`src/rtl/pss_pkg.sv`:
```
// Shared types and codes for the positional sequence store.
package pss_pkg;

  // Width of the 1-based position field of a request
  localparam int POS_W = 6;
  // Width of one stored element
  localparam int DATA_W = 32;

  // Request selector
  typedef enum logic [2:0] {
    FN_INS_FRONT = 3'd0,
    FN_INS_BACK  = 3'd1,
    FN_INS_POS   = 3'd2,
    FN_DEL_FRONT = 3'd3,
    FN_DEL_BACK  = 3'd4,
    FN_DEL_POS   = 3'd5,
    FN_DISPLAY   = 3'd6
  } func_t;

  // Result status
  typedef enum logic [1:0] {
    ST_OK      = 2'd0,
    ST_INVALID = 2'd1,
    ST_EMPTY   = 2'd2,
    ST_FULL    = 2'd3
  } status_t;

  // What a cell loads at the next edge
  typedef enum logic [2:0] {
    CMD_HOLD,
    CMD_LOAD,
    CMD_PREV,
    CMD_NEXT,
    CMD_HEAD
  } cell_cmd_t;

  // Sequencer state
  typedef enum logic {
    S_IDLE,
    S_SHOW
  } state_t;

endpackage

```
`src/rtl/pss_cell.sv`:
```
// One storage cell of the chain: a register with a neighbor select.
module pss_cell
  import pss_pkg::*;
(
  input  logic              clk,
  input  cell_cmd_t         cmd,
  input  logic [DATA_W-1:0] load_data,
  input  logic [DATA_W-1:0] prev_data,
  input  logic [DATA_W-1:0] next_data,
  input  logic [DATA_W-1:0] head_data,
  output logic [DATA_W-1:0] data
);

  logic [DATA_W-1:0] data_next;

  // Pick the source for this cell
  always_comb begin
    case (cmd)
      CMD_HOLD: data_next = data;
      CMD_LOAD: data_next = load_data;
      CMD_PREV: data_next = prev_data;
      CMD_NEXT: data_next = next_data;
      CMD_HEAD: data_next = head_data;
      default:  data_next = data;
    endcase
  end

  always_ff @(posedge clk) begin
    data <= data_next;
  end

endmodule

```
`src/rtl/positional_sequence_store_core.sv`:
```
// Top level of the positional sequence store: control, chain of cells, result register.
//
// An ordered list of up to CAPACITY signed 32-bit values held in a row of cells,
// front in cell 0. Insert and delete requests shift the cells above the target
// position by one place, and each gives one result item; the next item is taken
// as soon as the result register is free. A display request walks the list by
// rotating the first count cells around the chain, one element per cycle while
// the result register is free. It accepts the request and then gives one result
// for each element; an empty list gives a single bare result. After the walk the
// cells are back in their original order. No input item is taken during a walk.
// Reset clears the element count, walk index, state and output valid; the cell
// contents need no clearing.
module positional_sequence_store_core
  import pss_pkg::*;
#(
  parameter int CAPACITY = 32,
  localparam int CNT_W = $clog2(CAPACITY + 1)
) (
  input  logic              clk,
  input  logic              rst,
  input  logic              in_valid,
  output logic              in_stall,
  input  logic [2:0]        func,
  input  logic [DATA_W-1:0] value,
  input  logic [POS_W-1:0]  position,
  output logic              out_valid,
  input  logic              out_stall,
  output logic [1:0]        status,
  output logic [CNT_W-1:0]  count,
  output logic [DATA_W-1:0] element,
  output logic              element_valid,
  output logic              last
);

  // Compare width covering count + 1 and the position field
  localparam int CMP_W = ((CNT_W >= POS_W) ? CNT_W : POS_W) + 1;

  state_t            state;
  state_t            state_next;
  logic [CNT_W-1:0]  stored_count;
  logic [CNT_W-1:0]  stored_count_next;
  logic [CNT_W-1:0]  show_idx;
  logic [CNT_W-1:0]  show_idx_next;

  logic              accept;
  logic              out_free;
  logic              load_out;
  logic              show_last;
  logic              full;
  logic              ins_pos_ok;
  logic              del_pos_ok;
  logic [CMP_W-1:0]  pos_c;
  logic [CMP_W-1:0]  cnt_c;
  logic [CMP_W-1:0]  sel_idx;
  logic              do_insert;
  logic              do_delete;
  logic              do_rotate;

  status_t           status_next;
  logic [DATA_W-1:0] element_next;
  logic              element_valid_next;
  logic              last_next;

  cell_cmd_t         cmd [CAPACITY];
  logic [DATA_W-1:0] cell_data [CAPACITY];

  // Handshake
  assign out_free  = !out_valid || !out_stall;
  assign in_stall  = (state != S_IDLE) || !out_free;
  assign accept    = in_valid && !in_stall;

  // Request decode helpers
  assign pos_c      = CMP_W'(position);
  assign cnt_c      = CMP_W'(stored_count);
  assign full       = (stored_count == CNT_W'(CAPACITY));
  assign ins_pos_ok = (pos_c != '0) && (pos_c <= cnt_c + CMP_W'(1));
  assign del_pos_ok = (pos_c != '0) && (pos_c <= cnt_c);
  assign show_last  = (show_idx == stored_count - CNT_W'(1));

  // Next state
  always_comb begin
    state_next = state;
    case (state)
      S_IDLE: begin
        if (accept && (func == FN_DISPLAY) && (stored_count != '0)) begin
          state_next = S_SHOW;
        end
      end
      S_SHOW: begin
        if (out_free && show_last) begin
          state_next = S_IDLE;
        end
      end
      default: state_next = S_IDLE;
    endcase
  end

  // Request execution and result formation
  always_comb begin
    do_insert          = 1'b0;
    do_delete          = 1'b0;
    do_rotate          = 1'b0;
    sel_idx            = '0;
    load_out           = 1'b0;
    status_next        = ST_OK;
    element_next       = '0;
    element_valid_next = 1'b0;
    last_next          = 1'b1;
    stored_count_next  = stored_count;
    show_idx_next      = show_idx;

    case (state)
      S_IDLE: begin
        if (accept) begin
          load_out = 1'b1;
          case (func_t'(func))
            FN_INS_FRONT, FN_INS_BACK, FN_INS_POS: begin
              if (full) begin
                status_next = ST_FULL;
              end else if ((func == FN_INS_POS) && !ins_pos_ok) begin
                status_next = ST_INVALID;
              end else begin
                do_insert = 1'b1;
                if (func == FN_INS_BACK) begin
                  sel_idx = cnt_c;
                end else if (func == FN_INS_POS) begin
                  sel_idx = pos_c - CMP_W'(1);
                end
              end
            end
            FN_DEL_FRONT, FN_DEL_BACK: begin
              if (stored_count == '0) begin
                status_next = ST_EMPTY;
              end else begin
                do_delete = 1'b1;
                if (func == FN_DEL_BACK) begin
                  sel_idx = cnt_c - CMP_W'(1);
                end
              end
            end
            FN_DEL_POS: begin
              if (!del_pos_ok) begin
                status_next = ST_INVALID;
              end else begin
                do_delete = 1'b1;
                sel_idx   = pos_c - CMP_W'(1);
              end
            end
            FN_DISPLAY: begin
              // Empty list gives a single bare result; otherwise start the walk
              if (stored_count != '0) begin
                load_out      = 1'b0;
                show_idx_next = '0;
              end
            end
            default: status_next = ST_INVALID;
          endcase
          if (do_insert) begin
            stored_count_next = stored_count + CNT_W'(1);
          end else if (do_delete) begin
            stored_count_next = stored_count - CNT_W'(1);
          end
        end
      end
      S_SHOW: begin
        if (out_free) begin
          load_out           = 1'b1;
          do_rotate          = 1'b1;
          element_next       = cell_data[0];
          element_valid_next = 1'b1;
          last_next          = show_last;
          show_idx_next      = show_idx + CNT_W'(1);
        end
      end
      default: ;
    endcase
  end

  // Per-cell commands
  always_comb begin
    for (int i = 0; i < CAPACITY; i++) begin
      cmd[i] = CMD_HOLD;
      if (do_insert) begin
        if (CMP_W'(i) == sel_idx) begin
          cmd[i] = CMD_LOAD;
        end else if (CMP_W'(i) > sel_idx) begin
          cmd[i] = CMD_PREV;
        end
      end else if (do_delete) begin
        if (CMP_W'(i) >= sel_idx) begin
          cmd[i] = CMD_NEXT;
        end
      end else if (do_rotate) begin
        if (CMP_W'(i) == cnt_c - CMP_W'(1)) begin
          cmd[i] = CMD_HEAD;
        end else if (CMP_W'(i) < cnt_c - CMP_W'(1)) begin
          cmd[i] = CMD_NEXT;
        end
      end
    end
  end

  // Chain of cells
  for (genvar g = 0; g < CAPACITY; g++) begin : g_cell
    logic [DATA_W-1:0] prev_d;
    logic [DATA_W-1:0] next_d;
    if (g == 0) begin : g_first
      assign prev_d = '0;
    end else begin : g_mid_prev
      assign prev_d = cell_data[g-1];
    end
    if (g == CAPACITY - 1) begin : g_final
      assign next_d = '0;
    end else begin : g_mid_next
      assign next_d = cell_data[g+1];
    end
    pss_cell u_cell (
      .clk       (clk),
      .cmd       (cmd[g]),
      .load_data (value),
      .prev_data (prev_d),
      .next_data (next_d),
      .head_data (cell_data[0]),
      .data      (cell_data[g])
    );
  end

  // Control registers
  always_ff @(posedge clk) begin
    if (rst) begin
      state        <= S_IDLE;
      stored_count <= '0;
      show_idx     <= '0;
      out_valid    <= 1'b0;
    end else begin
      state        <= state_next;
      stored_count <= stored_count_next;
      show_idx     <= show_idx_next;
      if (out_free) begin
        out_valid <= load_out;
      end
    end
  end

  // Result register
  always_ff @(posedge clk) begin
    if (load_out) begin
      status        <= status_next;
      count         <= stored_count_next;
      element       <= element_next;
      element_valid <= element_valid_next;
      last          <= last_next;
    end
  end

  // Count never runs past the capacity
  a_count_bound: assert property (@(posedge clk) disable iff (rst)
    stored_count <= CNT_W'(CAPACITY))
    else $error("stored count above capacity");

  // Count moves only when an item is taken
  a_count_stable: assert property (@(posedge clk) disable iff (rst)
    !accept |=> $stable(stored_count))
    else $error("stored count changed without an item");

  // A walk only runs over a non-empty list
  a_show_nonempty: assert property (@(posedge clk) disable iff (rst)
    (state == S_SHOW) |-> (stored_count != '0))
    else $error("display walk on empty list");

  // The walk ends with a last element result
  a_show_end: assert property (@(posedge clk) disable iff (rst)
    (state == S_SHOW && state_next == S_IDLE) |=> (out_valid && last && element_valid))
    else $error("display walk ended without last element");

endmodule
```
`config.mk`:
```
export PLATFORM = sky130hd
export DESIGN_NAME = positional_sequence_store_core
export DESIGN_NICKNAME = d
export VERILOG_FILES = /design/src/rtl/pss_pkg.sv /design/src/rtl/pss_cell.sv /design/src/rtl/positional_sequence_store_core.sv
export SDC_FILE = /design/constraint.sdc
export NUM_CORES = 2
export LEC_CHECK = 0
export ABC_AREA = 1
export ABC_CLOCK_PERIOD_IN_PS = 11400
export BUFFER_PORTS_ARGS = -buffer_cell sky130_fd_sc_hd__buf_2
export CORE_MARGIN = 2
export CORE_UTILIZATION = 35
export CTS_CLUSTER_SIZE = 25
export DETAILED_ROUTE_END_ITERATION = 7
export PLACE_DENSITY = 0.5
export SLEW_MARGIN = 25
export SYNTH_ARGS = -nofsm -noshare
export SYNTH_HDL_FRONTEND = slang
export SYNTH_SLANG_ARGS = --single-unit
```
`constraint.sdc`:
```
create_clock -name clk -period 11.4 [get_ports clk]
set_clock_uncertainty 0.1 [all_clocks]
set_input_delay 1.71 -clock clk [delete_from_list [all_inputs] [get_ports clk]]
set_output_delay 1.71 -clock clk [all_outputs]
set_load 0.02 [all_outputs]
```
# ---- Word level (Yosys, flattened, before mapping)
# Cells that the tools add are included.
dict set report classes {
  n_reduce_logical 58
  magnitude_cmp 98
  add_sub_neg 6
  n_bitwise 2
  n_mux 335
  n_eq_ne 201
}
# cell n
set op_table {}
lappend op_table {{one-hot mux 32 bit (4 select lines)} 30}
lappend op_table {{2-to-1 mux 3 bit} 128}
lappend op_table {{2-to-1 mux 2 bit} 130}
lappend op_table {{== test 5 x 7 -> 1 bit, first input constant} 32}
lappend op_table {{== test 3 x 2 -> 1 bit, second input constant} 66}
lappend op_table {{one-hot mux 32 bit (3 select lines)} 2}
lappend op_table {{nonzero test 4 bit} 30}
lappend op_table {{== test 4 x 7 -> 1 bit, first input constant} 16}
lappend op_table {{>= comparator 5 x 7 -> 1 bit, first input constant} 16}
lappend op_table {{greater-than comparator 5 x 7 -> 1 bit, first input constant} 16}
lappend op_table {{less-than comparator 5 x 7 -> 1 bit, first input constant} 16}
lappend op_table {{== test 3 bit, second input constant} 34}
lappend op_table {{== test 3 x 1 -> 1 bit, second input constant} 33}
lappend op_table {{2-to-1 mux 7 bit} 9}
lappend op_table {{== test 3 x 7 -> 1 bit, first input constant} 8}
lappend op_table {{>= comparator 4 x 7 -> 1 bit, first input constant} 8}
lappend op_table {{greater-than comparator 4 x 7 -> 1 bit, first input constant} 8}
lappend op_table {{less-than comparator 4 x 7 -> 1 bit, first input constant} 8}
lappend op_table {{2-to-1 mux 6 bit} 8}
lappend op_table {{== test 2 x 7 -> 1 bit, first input constant} 4}
lappend op_table {{>= comparator 3 x 7 -> 1 bit, first input constant} 4}
lappend op_table {{greater-than comparator 3 x 7 -> 1 bit, first input constant} 4}
lappend op_table {{less-than comparator 3 x 7 -> 1 bit, first input constant} 4}
lappend op_table {{2-to-1 mux 1 bit} 22}
lappend op_table {{35 further kinds} 64}
dict set report word_totals {
  elab_cells 741
  inputBits 45
  out_inout_bits 44
  reg_bits 1080
}

# ---- Logic depth before layout (Yosys ltp)
dict set report depth {
  depth_word 17
  depth_mapped 27
  mapped_depth_nobuf 25
}

# ---- By module
# From an unflattened synthesis, not the netlist that was laid out.
dict set report unflattened {
  hier_cells 11082
  hier_area_um2 79043.3
}
# mod instances area_each_um2 cells_each seq_area_each_um2
set by_module_without_submodules {}
lappend by_module_without_submodules {pss_cell 32 2301.0 320 960.9}
lappend by_module_without_submodules {positional_sequence_store_core 1 5412.7 842 1541.5}

# ---- Worst setup path before layout
# Ideal clock, no wire load.
dict set report synth_path {
  path_type {input port to flip-flop}
  from {input position[2]}
  to {register g_cell[0].u_cell.data[0], enable pin}
  n_path_buf 3
  setup_ns 0.466
  cell_stages 15
  required_time_ns 10.834
  arrival_time_ns 5.733
  slack_ns 5.102
  path_cell_list {ha_1 > a21oi_1 > nand2_1 > nand2_1 > nand2_1 > nand2_1 > nand2_1 > nand2_2 > nand4_2 > nor2_1 > buf_2 > inv_2 > buf_2 > clkbuf_1 > o21ai_0}
}
dict set report synth_via {
  elab_chain_len 15
  elab_cells_between_ends 41
  classes_between {add/sub: 1; order compare: 4; eq/ne: 3; mux: 26; reduce/logical: 7}
}
# element line_no
set synth_rtl {}
lappend synth_rtl {{start: declaration} positional_sequence_store_core.sv:25} ;# input logic [POS_W-1:0] position,
lappend synth_rtl {{branches (longest 12 deep; another with subtractor 6 x 1 -> 7 bit)} n/a}
lappend synth_rtl {{2-to-1 mux 3 bit (*)} positional_sequence_store_core.sv:183} ;# if (do_insert) begin
lappend synth_rtl {{== test 3 x 1 -> 1 bit or == test 3 x 2 -> 1 bit (tied branches)} pss_cell.sv:18} ;# case (cmd)
lappend synth_rtl {{nonzero test 3 bit (no line) (*)} n/a}
lappend synth_rtl {{end signal: assignment} pss_cell.sv:29} ;# data <= data_next;
lappend synth_rtl {{end: declaration} pss_cell.sv:11} ;# output logic [DATA_W-1:0] data
# Mark *: on every way between the ends. The select of a mux whose other input is x is not followed.
# A chain may end at the register's enable or synchronous reset.

# ---- Final worst setup path
dict set report layout_path {
  from {register stored_count[0]}
  to {register g_cell[20].u_cell.data[31], enable pin}
}
dict set report layout_via {
  elab_chain_len 16
  elab_cells_between_ends 51
  classes_between {add/sub: 2; order compare: 5; eq/ne: 7; mux: 31; reduce/logical: 6}
}
# element line_no
set layout_rtl {}
lappend layout_rtl {{start: declaration} positional_sequence_store_core.sv:40} ;# logic [CNT_W-1:0] stored_count;
lappend layout_rtl {{start signal: assignment} positional_sequence_store_core.sv:237} ;# stored_count <= stored_count_next;
lappend layout_rtl {{adder 6 x 1 -> 7 bit} positional_sequence_store_core.sv:76} ;# assign ins_pos_ok = (pos_c != '0) && (pos_c <= cnt_c + CMP_W'(1));
lappend layout_rtl {{<= comparator 6 x 7 -> 1 bit} positional_sequence_store_core.sv:76}
lappend layout_rtl {{logical AND 1 bit} positional_sequence_store_core.sv:76}
lappend layout_rtl {{logical NOT 1 bit} positional_sequence_store_core.sv:120} ;# end else if ((func == FN_INS_POS) && !ins_pos_ok) begin
lappend layout_rtl {{logical AND 1 bit} positional_sequence_store_core.sv:120}
lappend layout_rtl {{2-to-1 mux 7 bit} positional_sequence_store_core.sv:120}
lappend layout_rtl {{2-to-1 mux 7 bit} positional_sequence_store_core.sv:118} ;# if (full) begin
lappend layout_rtl {{one-hot mux 7 bit (3 select lines)} positional_sequence_store_core.sv:116} ;# case (func_t'(func))
lappend layout_rtl {{2-to-1 mux 7 bit} positional_sequence_store_core.sv:114} ;# if (accept) begin
lappend layout_rtl {{2-to-1 mux 7 bit} positional_sequence_store_core.sv:112} ;# case (state)
lappend layout_rtl {{>= comparator 5 x 7 -> 1 bit or greater-than comparator 5 x 7 -> 1 bit (tied branches)} {positional_sequence_store_core.sv:190, positional_sequence_store_core.sv:186}}
lappend layout_rtl {{2-to-1 mux 2 bit (on tied branches)} {positional_sequence_store_core.sv:190, positional_sequence_store_core.sv:186}}
lappend layout_rtl {{2-to-1 mux 3 bit or 2-to-1 mux 2 bit (tied branches)} {positional_sequence_store_core.sv:189, positional_sequence_store_core.sv:184}}
lappend layout_rtl {{2-to-1 mux 3 bit (*)} positional_sequence_store_core.sv:183}
lappend layout_rtl {{== test 3 x 1 -> 1 bit, or another cell as far along} pss_cell.sv:18}
lappend layout_rtl {{nonzero test 4 bit (no line) (*)} n/a}
lappend layout_rtl {{end signal: assignment} pss_cell.sv:29}
lappend layout_rtl {{end: declaration} pss_cell.sv:11}
# Every way passes the cells marked *; elsewhere a longest branch is shown, timed or not. The select of a mux whose other input is x is not followed.

==> results.cfg <==
[status]
outcome = complete, no violations

[cts]
cts_sinks = 1080
cts_root_buf = clkbuf_16
htree_levels = 4
clock_latency_ps = 810
clk_pin_slew_ps = 50
cts_tree = done
ctsHoldBuffers = 0
cts_buffer_depth = 3
postCtsSetupBuffers = 0
cts_resized = 0
cts_buffers = 139

[global_route]
grt_max_degree = 76
antenna_found_initial = 33
grt_use_total_pct = 31.1
grt_pass1_wl_mm = 452
grt_overflow = 0
grt_pass1_vias = 64700

[critical_path]
critPathCaptureType = flop
cp-start-kind = flop
worstSetupStartpoint = stored_count[0]
crit_slowest_cell = ha_1
critPathMaxFanout = 33
cp_common_cell = nand2_1
critPathMaxStageDelay_ps = 900
worst_ep_required_time_ps = 11730
crit_arrival_ps = 7910
crit_chain = inv_1 -> ha_1 -> inv_1 -> ha_1 -> nand2_1 -> nor2_1 -> a21oi_1 -> nand2_1 -> nand2_1 -> nand2_2 -> nand3_2 -> nand2_4 -> nand2_4 -> nand2_4 -> nand2_2 -> inv_2 -> nand2_1 -> buf_4 -> nand2_1 -> buf_4 -> o211ai_1 -> buf_4
r2r_start = stored_count[0]
crit_type = flop to flop

[drt]
dr_total_vias = 66100
firstDrtPassIters = 6
wl_per_cell_um = 27.8
drc_errors = 0
wl_mm = 314
ant_nets = 0
drt_iter0_drc = 8055
via_per_inst = 5.86

[timing]
worstMarginPinSlew_ps = 1170
hold_ws_ps = 374
grt_setup_unrepaired = false
min_period_ps = 7580
finalSetupViolCount = 0
slew_headroom_pct = 21.9
finalSetupTns_ps = 0
fmax_ghz = 0.132
final_max_slew_viol_count = 0
period_share_pct = 66.5
hold_violations = 0

[floorplanning]
dieArea_sq_um = 197000
fp.dieW_um = 444
die_h_um = 444
start_util_pct = 35.2
core.rowCount = 161
core-area_sq_um = 192000
ios = 89

[hold_path]
hold_path.class = flop to flop
min-delay-start = state

[synth]
synth_cell_types = 52
syn-cell-area_sq_um = 67700
yosysWarningCount = 0
synth_nets = 9010
synth_seq_cells = 1080
synth_ff_type = edfxtp_1
synth_area_per_cell_sq_um = 7.57
synth_edf_count = 1066
synthCells = 8945
async_flop_share_pct = 0
ys_seq_area_share_pct = 47.7

[placed_design]
placedInstanceArea_sq_um = 70500
portBuffers = 88
placed_cells = 11000
hpwlAfterDp_mm = 206
gp_congestion = 1.02

[power_and_ir_drop]
p_leak_nw = 32.2
ir_worst_vdd_uv = 127
p_per_area_nw_per_um2 = 163

[layout]
design_area_sq_um = 74700
area_growth_pct = 10.4
drive_gt1_share_pct = 7.84
layout_common_cells = 2,435 x nand2_1, 1,326 x nand3_1, 1,066 x edfxtp_1
final_cell_count_no_fill = 11300
final_common_cell = nand2_1
fin_nets = 8718

[job]
maxCapViolations = 0
==> critical path: cells and delay by family (launching register included) <==
kind,cells,cell delay [ps]
compound gates,2,260
flops,1,710
simple gates,12,2420
buf+inv,6,2320
fa+ha+maj,2,1270
==> cell type report <==
cell class | count | area, sq um
fillers | 19900 | 118000
flip-flops and latches | 1080 | 32300
multi-input cells | 6232 | 29400
clock buffers | 192 | 3760
inverters | 847 | 3180
well taps | 2526 | 3160
repair buffers | 353 | 2560
clock inverters | 49 | 409
diodes | 8 | 20.0
==> final timing paths <==
path	endpoint	slack [ps]	depth (start not counted)
max	g_cell[20].u_cell.data[31]	3820	22
min reg2reg	state	370	2
max reg2reg	g_cell[20].u_cell.data[31]	3820	22
min	state	370	2
==> power by group <==
group,switching [mW],internal (mW),leakage (nW)
Combinational,1.99,0.616,20.1
Sequential,0.268,5.05,10.1
Clock,1.85,2.41,2.02
==> logic make-up (layout without fill, tap and decap cells) <==
family | after synthesis | in the layout | synth area share (%)
fa+ha+maj | 20 | 20 | 0.370
flops | 1080 | 1080 | 47.7
xor+xnor | 12 | 12 | 0.183
other cells | 0 | 8 | 0
compound gates | 632 | 632 | 5.56
buf+inv | 1633 | 1441 | 9.54
simple gates | 5568 | 5568 | 36.6
==> cells in the mapped netlist, types with 8 or more instances <==
cell       count  area, sq um
nor3_1        12         60.1
nand4_1      575         3600
xor2_1         9         78.8
buf_2        226         1130
o21ai_1       34          170
edfxtp_1    1066        32000
o2111ai_1      8         70.1
inv_2         18         67.6
dfxtp_1       14          280
a21oi_1      101          505
o21ai_0      157          786
nand3b_1     135         1010
buf_1         51          191
inv_1        821         3080
nand2_1     2447         9190
nand3_1     1336         6690
a22oi_1       60          450
o211ai_1      25          188
nand2_2       15         93.8
nor2_1      1006         3780
ha_1          20          250
o22ai_1      230         1440
clkbuf_1     500         1880
==> flip-flops by register name (all words and copies together), names as in the netlist <==
register,cells
g_cell.u_cell.data,1024
element,32
count,6
show_idx,6
stored_count,6
status,2
element_valid,1
last,1
out_valid,1
state,1
==> routing by layer <==
metal,track usage (%),up-vias,part of all wire (%)
li1,-,29600,-
met1,39.2,32000,39
met2,49.6,3559,46
met3,6.62,836,9.6
met4,17.0,28,6.0
met5,0,-,0.052
==> stage by stage <==
stage	utilization [%]	worst slack, ps	total power, mW
2_1_floorplan	-	5100	6.79
3_3_place_gp	36.6	3920	7.88
3_5_place_dp	36.7	3950	7.93
4_1_cts	38.8	3920	12.2
5_1_grt	38.8	3420	12.6
6_report	38.9	3820	12.2
(Power assumes the default switching activity.)
